<file path="config.mk">
export PLATFORM = sky130hd
export DESIGN_NAME = framed_zero_crossing_rate_core
export DESIGN_NICKNAME = d
export VERILOG_FILES = /design/src/rtl/fzcr_pkg.sv /design/src/rtl/framed_zero_crossing_rate_core.sv
export SDC_FILE = /design/constraint.sdc
export NUM_CORES = 2
export LEC_CHECK = 0
export BUFFER_PORTS_ARGS = -buffer_cell sky130_fd_sc_hd__buf_4
export CAP_MARGIN = 30
export CELL_PAD_IN_SITES_DETAIL_PLACEMENT = 0
export CELL_PAD_IN_SITES_GLOBAL_PLACEMENT = 1
export CORE_MARGIN = 4
export CORE_UTILIZATION = 48
export CTS_CLUSTER_DIAMETER = 40
export DETAILED_ROUTE_END_ITERATION = 8
export PLACE_DENSITY = 0.82
export SYNTH_ARGS = -nofsm -noshare
export SYNTH_HDL_FRONTEND = slang
export SYNTH_SLANG_ARGS = --single-unit
</file>
<file path="constraint.sdc">
create_clock -name i_clk -period 17.75 [get_ports i_clk]
set_clock_uncertainty 0.15 [all_clocks]
set_input_delay 0.8875 -clock i_clk [delete_from_list [all_inputs] [get_ports i_clk]]
set_output_delay 0.8875 -clock i_clk [all_outputs]
set_load 0.01 [all_outputs]
</file>
<file path="src/rtl/fzcr_pkg.sv">
// Types and constants of the framed zero-crossing rate core.
package fzcr_pkg;

    localparam int MAX_FRAME   = 1024;
    localparam int SAMPLE_BITS = 16;
    localparam int FLAG_AW     = $clog2(MAX_FRAME);
    localparam int FILL_W      = $clog2(MAX_FRAME + 1);

    localparam int WIDTH_W     = 11;
    localparam int HOP_W       = 16;
    localparam int SCALE_W     = 32;
    localparam int SCALE_FRAC  = 16;
    localparam int COUNT_W     = 10;
    localparam int RATE_W      = 26;
    localparam int PROD_W      = COUNT_W + SCALE_W;

    localparam int CFG_INDEX_W = 2;
    localparam int CFG_DATA_W  = 32;

    localparam int OUT_DEPTH   = 4;
    localparam int OUT_AW      = $clog2(OUT_DEPTH);
    localparam int OCC_W       = OUT_AW + 2;

    typedef logic signed [SAMPLE_BITS-1:0] t_sample;
    typedef logic [COUNT_W-1:0]            t_count;
    typedef logic [RATE_W-1:0]             t_rate;
    typedef logic [CFG_INDEX_W-1:0]        t_cfg_index;
    typedef logic [CFG_DATA_W-1:0]         t_cfg_data;

    localparam t_cfg_index CFG_FRAME_WIDTH = CFG_INDEX_W'(0);
    localparam t_cfg_index CFG_HOP         = CFG_INDEX_W'(1);
    localparam t_cfg_index CFG_RATE_SCALE  = CFG_INDEX_W'(2);

    localparam logic [WIDTH_W-1:0] FRAME_WIDTH_RESET = WIDTH_W'(32);
    localparam logic [HOP_W-1:0]   HOP_RESET         = HOP_W'(16);
    localparam logic [SCALE_W-1:0] RATE_SCALE_RESET  = SCALE_W'(2048000);
    localparam int                 MIN_FRAME         = 2;

endpackage

</file>
<file path="src/rtl/framed_zero_crossing_rate_core.sv">
// Top level of the framed zero-crossing rate core.
//
//  Channel   Direction  Handshake                  Payload
//  --------  ---------  -------------------------  -------------------------------
//  sample    in         i_valid / o_stall          i_sample
//  result    out        o_valid / i_stall          o_crossing_count, o_rate_hz
//  config    in         i_cfg_valid / o_cfg_ready  i_cfg_index, i_cfg_data
//
// One sample beat is taken every cycle while o_stall is low. The sample that closes a
// frame passes the stage after the synchronous read of the flag RAM, the stage that
// feeds the multiplier that scales the count into Hz, and the result queue.
// Reset is synchronous and active low. It needs no clearing pass over the flag RAM:
// a flag is only counted once the fill counter shows that it was written since the
// last reset or frame width write.
// A four-entry result queue absorbs stalls on the result side. The sample side is
// stalled only when the queue together with the results still in flight could fill it.
module framed_zero_crossing_rate_core (
    input  logic                i_clk,
    input  logic                i_rst_n,
    input  logic                i_valid,
    output logic                o_stall,
    input  fzcr_pkg::t_sample   i_sample,
    output logic                o_valid,
    input  logic                i_stall,
    output fzcr_pkg::t_count    o_crossing_count,
    output fzcr_pkg::t_rate     o_rate_hz,
    input  logic                i_cfg_valid,
    output logic                o_cfg_ready,
    input  fzcr_pkg::t_cfg_index i_cfg_index,
    input  fzcr_pkg::t_cfg_data i_cfg_data
);
    import fzcr_pkg::*;

    // Configuration registers.
    logic [WIDTH_W-1:0] r_frame_width;
    logic [HOP_W-1:0]   r_hop;
    logic [SCALE_W-1:0] r_rate_scale;

    // Framing state.
    logic [SAMPLE_BITS-1:0] r_prev;
    logic [FLAG_AW-1:0]     r_wp;
    logic [FILL_W-1:0]      r_fill;
    logic [HOP_W-1:0]       r_hop_cd;
    logic [COUNT_W-1:0]     r_rc;

    // One flag per adjacent sample pair, kept as a ring.
    logic                   r_flag_ram [MAX_FRAME];
    logic                   r_rd_flag;

    // Stage after the RAM read.
    logic                   r_s1_valid;
    logic                   r_s1_flag;
    logic                   r_s1_live;
    logic                   r_s1_emit;

    // Stage that feeds the multiplier.
    logic                   r_s2_valid;
    logic [COUNT_W-1:0]     r_s2_count;

    // Result queue.
    logic [COUNT_W-1:0]     r_q_count [OUT_DEPTH];
    logic [RATE_W-1:0]      r_q_rate  [OUT_DEPTH];
    logic [OUT_AW-1:0]      r_q_wr;
    logic [OUT_AW-1:0]      r_q_rd;
    logic [OUT_AW:0]        r_q_cnt;

    logic                   accept;
    logic                   cfg_we;
    logic                   frame_we;
    logic                   pop;
    logic                   push;
    logic [FILL_W-1:0]      eff_width;
    logic [FILL_W-1:0]      span;
    logic [HOP_W-1:0]       eff_hop;
    logic [FLAG_AW-1:0]     drop;
    logic                   cur_flag;
    logic                   n_emit;
    logic [FILL_W-1:0]      n_fill;
    logic [HOP_W-1:0]       n_hop_cd;
    logic [HOP_W-1:0]       cd_dec;
    logic [FLAG_AW-1:0]     n_wp;
    logic [COUNT_W-1:0]     n_rc;
    logic [PROD_W-1:0]      product;
    logic [OCC_W-1:0]       occupancy;

    // The queue plus every result still in the pipeline must leave room for one more.
    assign occupancy = OCC_W'(r_q_cnt) + OCC_W'(r_s1_valid & r_s1_emit) + OCC_W'(r_s2_valid);
    assign o_stall   = (occupancy >= OCC_W'(OUT_DEPTH));
    assign accept    = i_valid && !o_stall;

    assign o_cfg_ready = 1'b1;
    assign cfg_we      = i_cfg_valid && o_cfg_ready;
    assign frame_we    = cfg_we && (i_cfg_index == CFG_FRAME_WIDTH);

    // Frame width is clamped into the range the ring supports; a hop of zero acts as one.
    always_comb begin
        if (32'(r_frame_width) > 32'(MAX_FRAME)) begin
            eff_width = FILL_W'(MAX_FRAME);
        end else if (32'(r_frame_width) < 32'(MIN_FRAME)) begin
            eff_width = FILL_W'(MIN_FRAME);
        end else begin
            eff_width = FILL_W'(r_frame_width);
        end
        span    = eff_width - FILL_W'(1);
        eff_hop = (r_hop == '0) ? HOP_W'(1) : r_hop;
    end

    // The flag that leaves the frame was written span samples ago.
    always_comb begin
        if (FILL_W'(r_wp) >= span) begin
            drop = FLAG_AW'(FILL_W'(r_wp) - span);
        end else begin
            drop = FLAG_AW'(FILL_W'(r_wp) + FILL_W'(MAX_FRAME) - span);
        end
        n_wp = (r_wp == FLAG_AW'(MAX_FRAME - 1)) ? '0 : r_wp + FLAG_AW'(1);
    end

    // A pair counts only when both samples are nonzero and their signs differ.
    assign cur_flag = (i_sample != '0) && (r_prev != '0) &&
                      (i_sample[SAMPLE_BITS-1] != r_prev[SAMPLE_BITS-1]);

    // Frame fill and hop countdown decide whether this sample closes a frame.
    always_comb begin
        n_fill   = r_fill;
        n_hop_cd = r_hop_cd;
        n_emit   = 1'b0;
        cd_dec   = (r_hop_cd != '0) ? r_hop_cd - HOP_W'(1) : r_hop_cd;
        if (r_fill < eff_width) begin
            n_fill = r_fill + FILL_W'(1);
            if (n_fill == eff_width) begin
                n_emit   = 1'b1;
                n_hop_cd = eff_hop;
            end
        end else if (cd_dec == '0) begin
            n_emit   = 1'b1;
            n_hop_cd = eff_hop;
        end else begin
            n_hop_cd = cd_dec;
        end
    end

    // Configuration registers.
    always_ff @(posedge i_clk) begin
        if (!i_rst_n) begin
            r_frame_width <= FRAME_WIDTH_RESET;
            r_hop         <= HOP_RESET;
            r_rate_scale  <= RATE_SCALE_RESET;
        end else if (cfg_we) begin
            case (i_cfg_index)
                CFG_FRAME_WIDTH: r_frame_width <= i_cfg_data[WIDTH_W-1:0];
                CFG_HOP:         r_hop         <= i_cfg_data[HOP_W-1:0];
                CFG_RATE_SCALE:  r_rate_scale  <= i_cfg_data[SCALE_W-1:0];
                default: begin
                end
            endcase
        end
    end

    // Flag RAM: write the new pair at the write pointer, read the pair leaving the frame.
    // The two addresses always differ because the span lies between one and the depth minus one.
    always_ff @(posedge i_clk) begin
        if (accept) begin
            r_flag_ram[r_wp] <= cur_flag;
            r_rd_flag        <= r_flag_ram[drop];
        end
    end

    // Framing state is updated as each sample beat is taken; a frame width write restarts it.
    always_ff @(posedge i_clk) begin
        if (!i_rst_n) begin
            r_prev   <= '0;
            r_wp     <= '0;
            r_fill   <= '0;
            r_hop_cd <= '0;
        end else if (frame_we) begin
            r_wp     <= '0;
            r_fill   <= '0;
            r_hop_cd <= '0;
        end else if (accept) begin
            r_prev   <= i_sample;
            r_wp     <= n_wp;
            r_fill   <= n_fill;
            r_hop_cd <= n_hop_cd;
        end
    end

    // The outgoing flag is live only if it was written since framing restarted.
    always_ff @(posedge i_clk) begin
        if (!i_rst_n) begin
            r_s1_valid <= 1'b0;
        end else begin
            r_s1_valid <= accept;
        end
        r_s1_flag <= cur_flag;
        r_s1_live <= (r_fill >= span);
        r_s1_emit <= n_emit;
    end

    // Running count: add the incoming flag, subtract the one that left the frame.
    assign n_rc = r_rc + COUNT_W'(r_s1_flag) - COUNT_W'(r_s1_live & r_rd_flag);

    always_ff @(posedge i_clk) begin
        if (!i_rst_n) begin
            r_rc       <= '0;
            r_s2_valid <= 1'b0;
        end else begin
            r_s2_valid <= r_s1_valid && r_s1_emit;
            if (frame_we) begin
                r_rc <= '0;
            end else if (r_s1_valid) begin
                r_rc <= n_rc;
            end
        end
        r_s2_count <= n_rc;
    end

    // Scale the count to Hz; the Q16.16 fraction is dropped.
    assign product = PROD_W'(r_s2_count) * PROD_W'(r_rate_scale);
    assign push    = r_s2_valid;
    assign pop     = o_valid && !i_stall;

    always_ff @(posedge i_clk) begin
        if (push) begin
            r_q_count[r_q_wr] <= r_s2_count;
            r_q_rate[r_q_wr]  <= product[SCALE_FRAC+RATE_W-1:SCALE_FRAC];
        end
    end

    always_ff @(posedge i_clk) begin
        if (!i_rst_n) begin
            r_q_wr  <= '0;
            r_q_rd  <= '0;
            r_q_cnt <= '0;
        end else begin
            if (push) begin
                r_q_wr <= r_q_wr + OUT_AW'(1);
            end
            if (pop) begin
                r_q_rd <= r_q_rd + OUT_AW'(1);
            end
            r_q_cnt <= r_q_cnt + (OUT_AW+1)'(push) - (OUT_AW+1)'(pop);
        end
    end

    assign o_valid          = (r_q_cnt != '0);
    assign o_crossing_count = r_q_count[r_q_rd];
    assign o_rate_hz        = r_q_rate[r_q_rd];

endmodule

</file>
==> impl_results.md <==
* Status: finished, final reports clean
* Primary FF master, synth: edfxtp_1
* Seq/Total Area, Yosys at 0.571
* Placed Cells at 6728
* GRT Overall Usage at 0.233
* Crit path max fanout at 35
* Post-DP Area at 69000 µm²
* Final std cells w/o fill at 7065
* Synth-to-Final Area Change at 13.1%
* Largest family of logic cells by synthesized area: simple AND/OR/NAND/NOR gates
* Worst setup SP type: register
* Port Buffers at 92
* Post-Syn Area at 66600 µm²
* Distinct cells, synth at 89
* Initial antenna violation count at 1
* Hold-fix buffers, CTS at 0
* Core Rows at 136
* DR iter-0 viols at 4674
* Most common cell after layout, fill and taps aside: edfxtp_1
* Via count at 41491
* Synth Area in Simple Gates at 0.132
* Unrepaired setup endpoints after global routing: false
* CTS max path bufs at 3
* DIE AREA at 145000 µm²
* Fin crit share at 0.403
* Synth Area in Compound Gates at 0.0317
* Adder-Cell Fraction of Synth Area at 0.0968
* Post-Route WL at 168 mm
* CP Capture Type: register
* Crit path top cell by count: fa_1
* Net count reported at finish at 5548
* HPWL after DPL at 97.5 mm
* Vias/cell at 5.87
* Initial core utilization at 0.484
* Syn_nets at 5592
* Pin count of the biggest net entering global routing at 304
* Peak supply drop at 0.000236 V
* Pwr dens at 144 nW/µm²
* Layout cells sized above 1 at 0.172
* Fmax at 140 MHz
* Cell count after synthesis at 5170
* Antenna Nets Post-Route at 0
* Synth warn at 0
* Post-CTS Setup Bufs at 0
* H-tree depth at 4
* First-pass GRT wire length at 259 mm
* Maxcap violations at 0
* Overflow after GRT at 0
* Post-synthesis async set-or-reset flop share at 0
* Place WS at 10.58 ns
* Num CTS Buffers at 174
* Fin crit period at 7.14 ns
* Fin Setup TNS at 0 ns
* Min-delay worst type: in -> reg
* Syn Area/Cell at 12.9 µm²
* Slowest-stage cell, CP: dfxtp_2
* Post-synth EDFFs at 1169
* Number of iterations in the first detailed-routing pass at 6
* Worst-path clk slew at 0.06 ns
* CTS tree: done
* Die W at 380 µm
* Multiplexer area fraction after synthesis at 0.118
* Core Region at 138000 µm²
* Vert. Die Dim at 380 µm
* P_leak at 25.4 nW
* Clk_lat worst skew at 0.79 ns
* Clock Sinks at 1315
* Post-CTS Resized at 0
* Root Driver: clkbuf_16
* WS Path Type: reg -> reg
* Worst EP arrival at 7.50 ns
* Post-route cell area at 75300 µm²
* Number of global-route vias before repair at 42138
* Drc violations at 0
* Most frequent cells in the layout: edfxtp_1, nor2_1, nand2_1
* Worst Max-Slew Pin Slew at 1.39 ns
* Gpl congestion at 0.845
* Num ports at 94
* Max incr delay on CP at 0.85 ns
* Slew HR at 0.0757
* Flops & latches, synth at 1315
* Synth Area in XOR/XNOR at 0.0108
* Avg WL per Cell at 23.8 µm
* Worst Path Required at 18.11 ns
* Hold Fails Final Rpt at 0
* Setup violations, final at 0
* Max-slew violations at 0
* Final worst slack at 10.61 ns
* CP cell instances: nand2_1 -> fa_1 -> inv_1 -> fa_1 -> inv_1 -> fa_1 -> inv_1 -> fa_1 -> fa_1 -> ha_1 -> a21oi_1 -> o21ai_0 -> a311oi_1 -> a211oi_1 -> o21ai_0 -> a31oi_1 -> a211oi_1 -> o21bai_1 -> a21oi_1 -> xnor2_1
per-stage QoR:
| step | total power [mW] | utilization | hold slack, ns |
|---|---|---|---|
| 2_1_floorplan | 6.66 | - | 0.292 |
| 3_3_place_gp | 7.33 | 0.498 | 0.305 |
| 3_5_place_dp | 7.41 | 0.501 | 0.310 |
| 4_1_cts | 10.9 | 0.544 | 0.129 |
| 5_1_grt | 11.4 | 0.547 | 0.144 |
| 6_report | 10.8 | 0.547 | 0.176 |
state kept, by name, summed over array words and instances (netlist names), 2 cells and up, named ones only:
| signal | cells |
|---|---|
| r_fill | 11 |
| r_flag_ram | 1024 |
| r_frame_width | 11 |
| r_hop | 16 |
| r_hop_cd | 16 |
| r_prev | 16 |
| r_q_cnt | 3 |
| r_q_count | 40 |
| r_q_rate | 104 |
| r_q_rd | 2 |
| r_q_wr | 2 |
| r_rate_scale | 32 |
| r_rc | 10 |
| r_s2_count | 10 |
| r_wp | 10 |
final cells by class:
type | count | area (µm²)
fill | 11078 | 62400
clock inverter | 129 | 1450
timing repair buffer | 196 | 2130
tap | 1794 | 2240
inverter | 247 | 927
multi-input combinational | 3192 | 26100
sequential | 1315 | 38000
antenna | 1 | 2.50
clock buffer | 191 | 4430
power breakdown:
part	switching, mW	leakage [nW]	total, mW	internal [mW]
combinational	1.95	10.8	3.27	1.32
clock	1.43	2.82	3.49	2.07
sequential	0.112	11.8	4.08	3.97
total	3.49	25.4	10.8	7.36
synth_stat cells, types with 12 or more instances:
master / n / area share
edfxtp_1: 1169 / 0.53
nor2_1: 1116 / 0.063
nand2_1: 563 / 0.032
clkbuf_1: 343 / 0.019
mux4_2: 328 / 0.11
inv_1: 246 / 0.014
fa_1: 240 / 0.072
and2_1: 152 / 0.014
dfxtp_1: 146 / 0.044
ha_1: 127 / 0.024
a21boi_0: 69 / 0.0078
xnor2_1: 50 / 0.0066
a21oi_1: 48 / 0.0036
o21ai_0: 43 / 0.0032
buf_2: 38 / 0.0029
and3_1: 36 / 0.0034
nand3_1: 35 / 0.0026
mux2i_1: 30 / 0.0045
xor2_1: 30 / 0.0039
nor3_1: 28 / 0.0021
a311oi_1: 22 / 0.0029
nand4_1: 22 / 0.0021
nor4_1: 19 / 0.0018
buf_4: 17 / 0.0019
nor2b_1: 17 / 0.0016
a21o_1: 16 / 0.0018
mux2_2: 14 / 0.0024
buf_1: 12 / 0.00068
or3_1: 12 / 0.0011
logic make-up after synthesis:
group / after synthesis
other: 1
flip-flops: 1315
buffers and inverters: 663
multiplexers: 373
adder cells (fa/ha/maj): 372
AO/OA/AOI/OAI: 299
AND/OR/NAND/NOR: 2066
XOR/XNOR: 81
final timing paths:
check	startpoint	to	slack, ns	depth (start not counted)
setup / recovery	r_s2_count[1]$_DFF_P_	r_q_rate[1][25]$_DFFE_PP_	10.61	20
hold / removal	i_cfg_data[16]	r_rate_scale[16]$_SDFFE_PN1P_	0.18	3
setup reg to reg	r_s2_count[1]$_DFF_P_	r_q_rate[1][25]$_DFFE_PP_	10.61	20
hold reg to reg	r_prev[8]$_SDFFE_PN0P_	r_prev[8]$_SDFFE_PN0P_	0.32	2
worst max-delay path, delay by kind of cell (launching register included):
kind | cells | cell delay [ns]
adders and majority gates | 6 | 2.86
AOI/OAI and AO/OA | 9 | 2.55
DFF | 1 | 0.85
and+or+nand+nor | 1 | 0.18
buffers and inverters | 3 | 0.16
xor gates and xnor gates | 1 | 0.14
metal layers:
metal  wire (µm)  global-route usage
met3       15300              0.0521
met4        5760              0.0812
met5          10                   0
met2       82200               0.383
met1       65200               0.309
(Power assumes the default switching activity.)
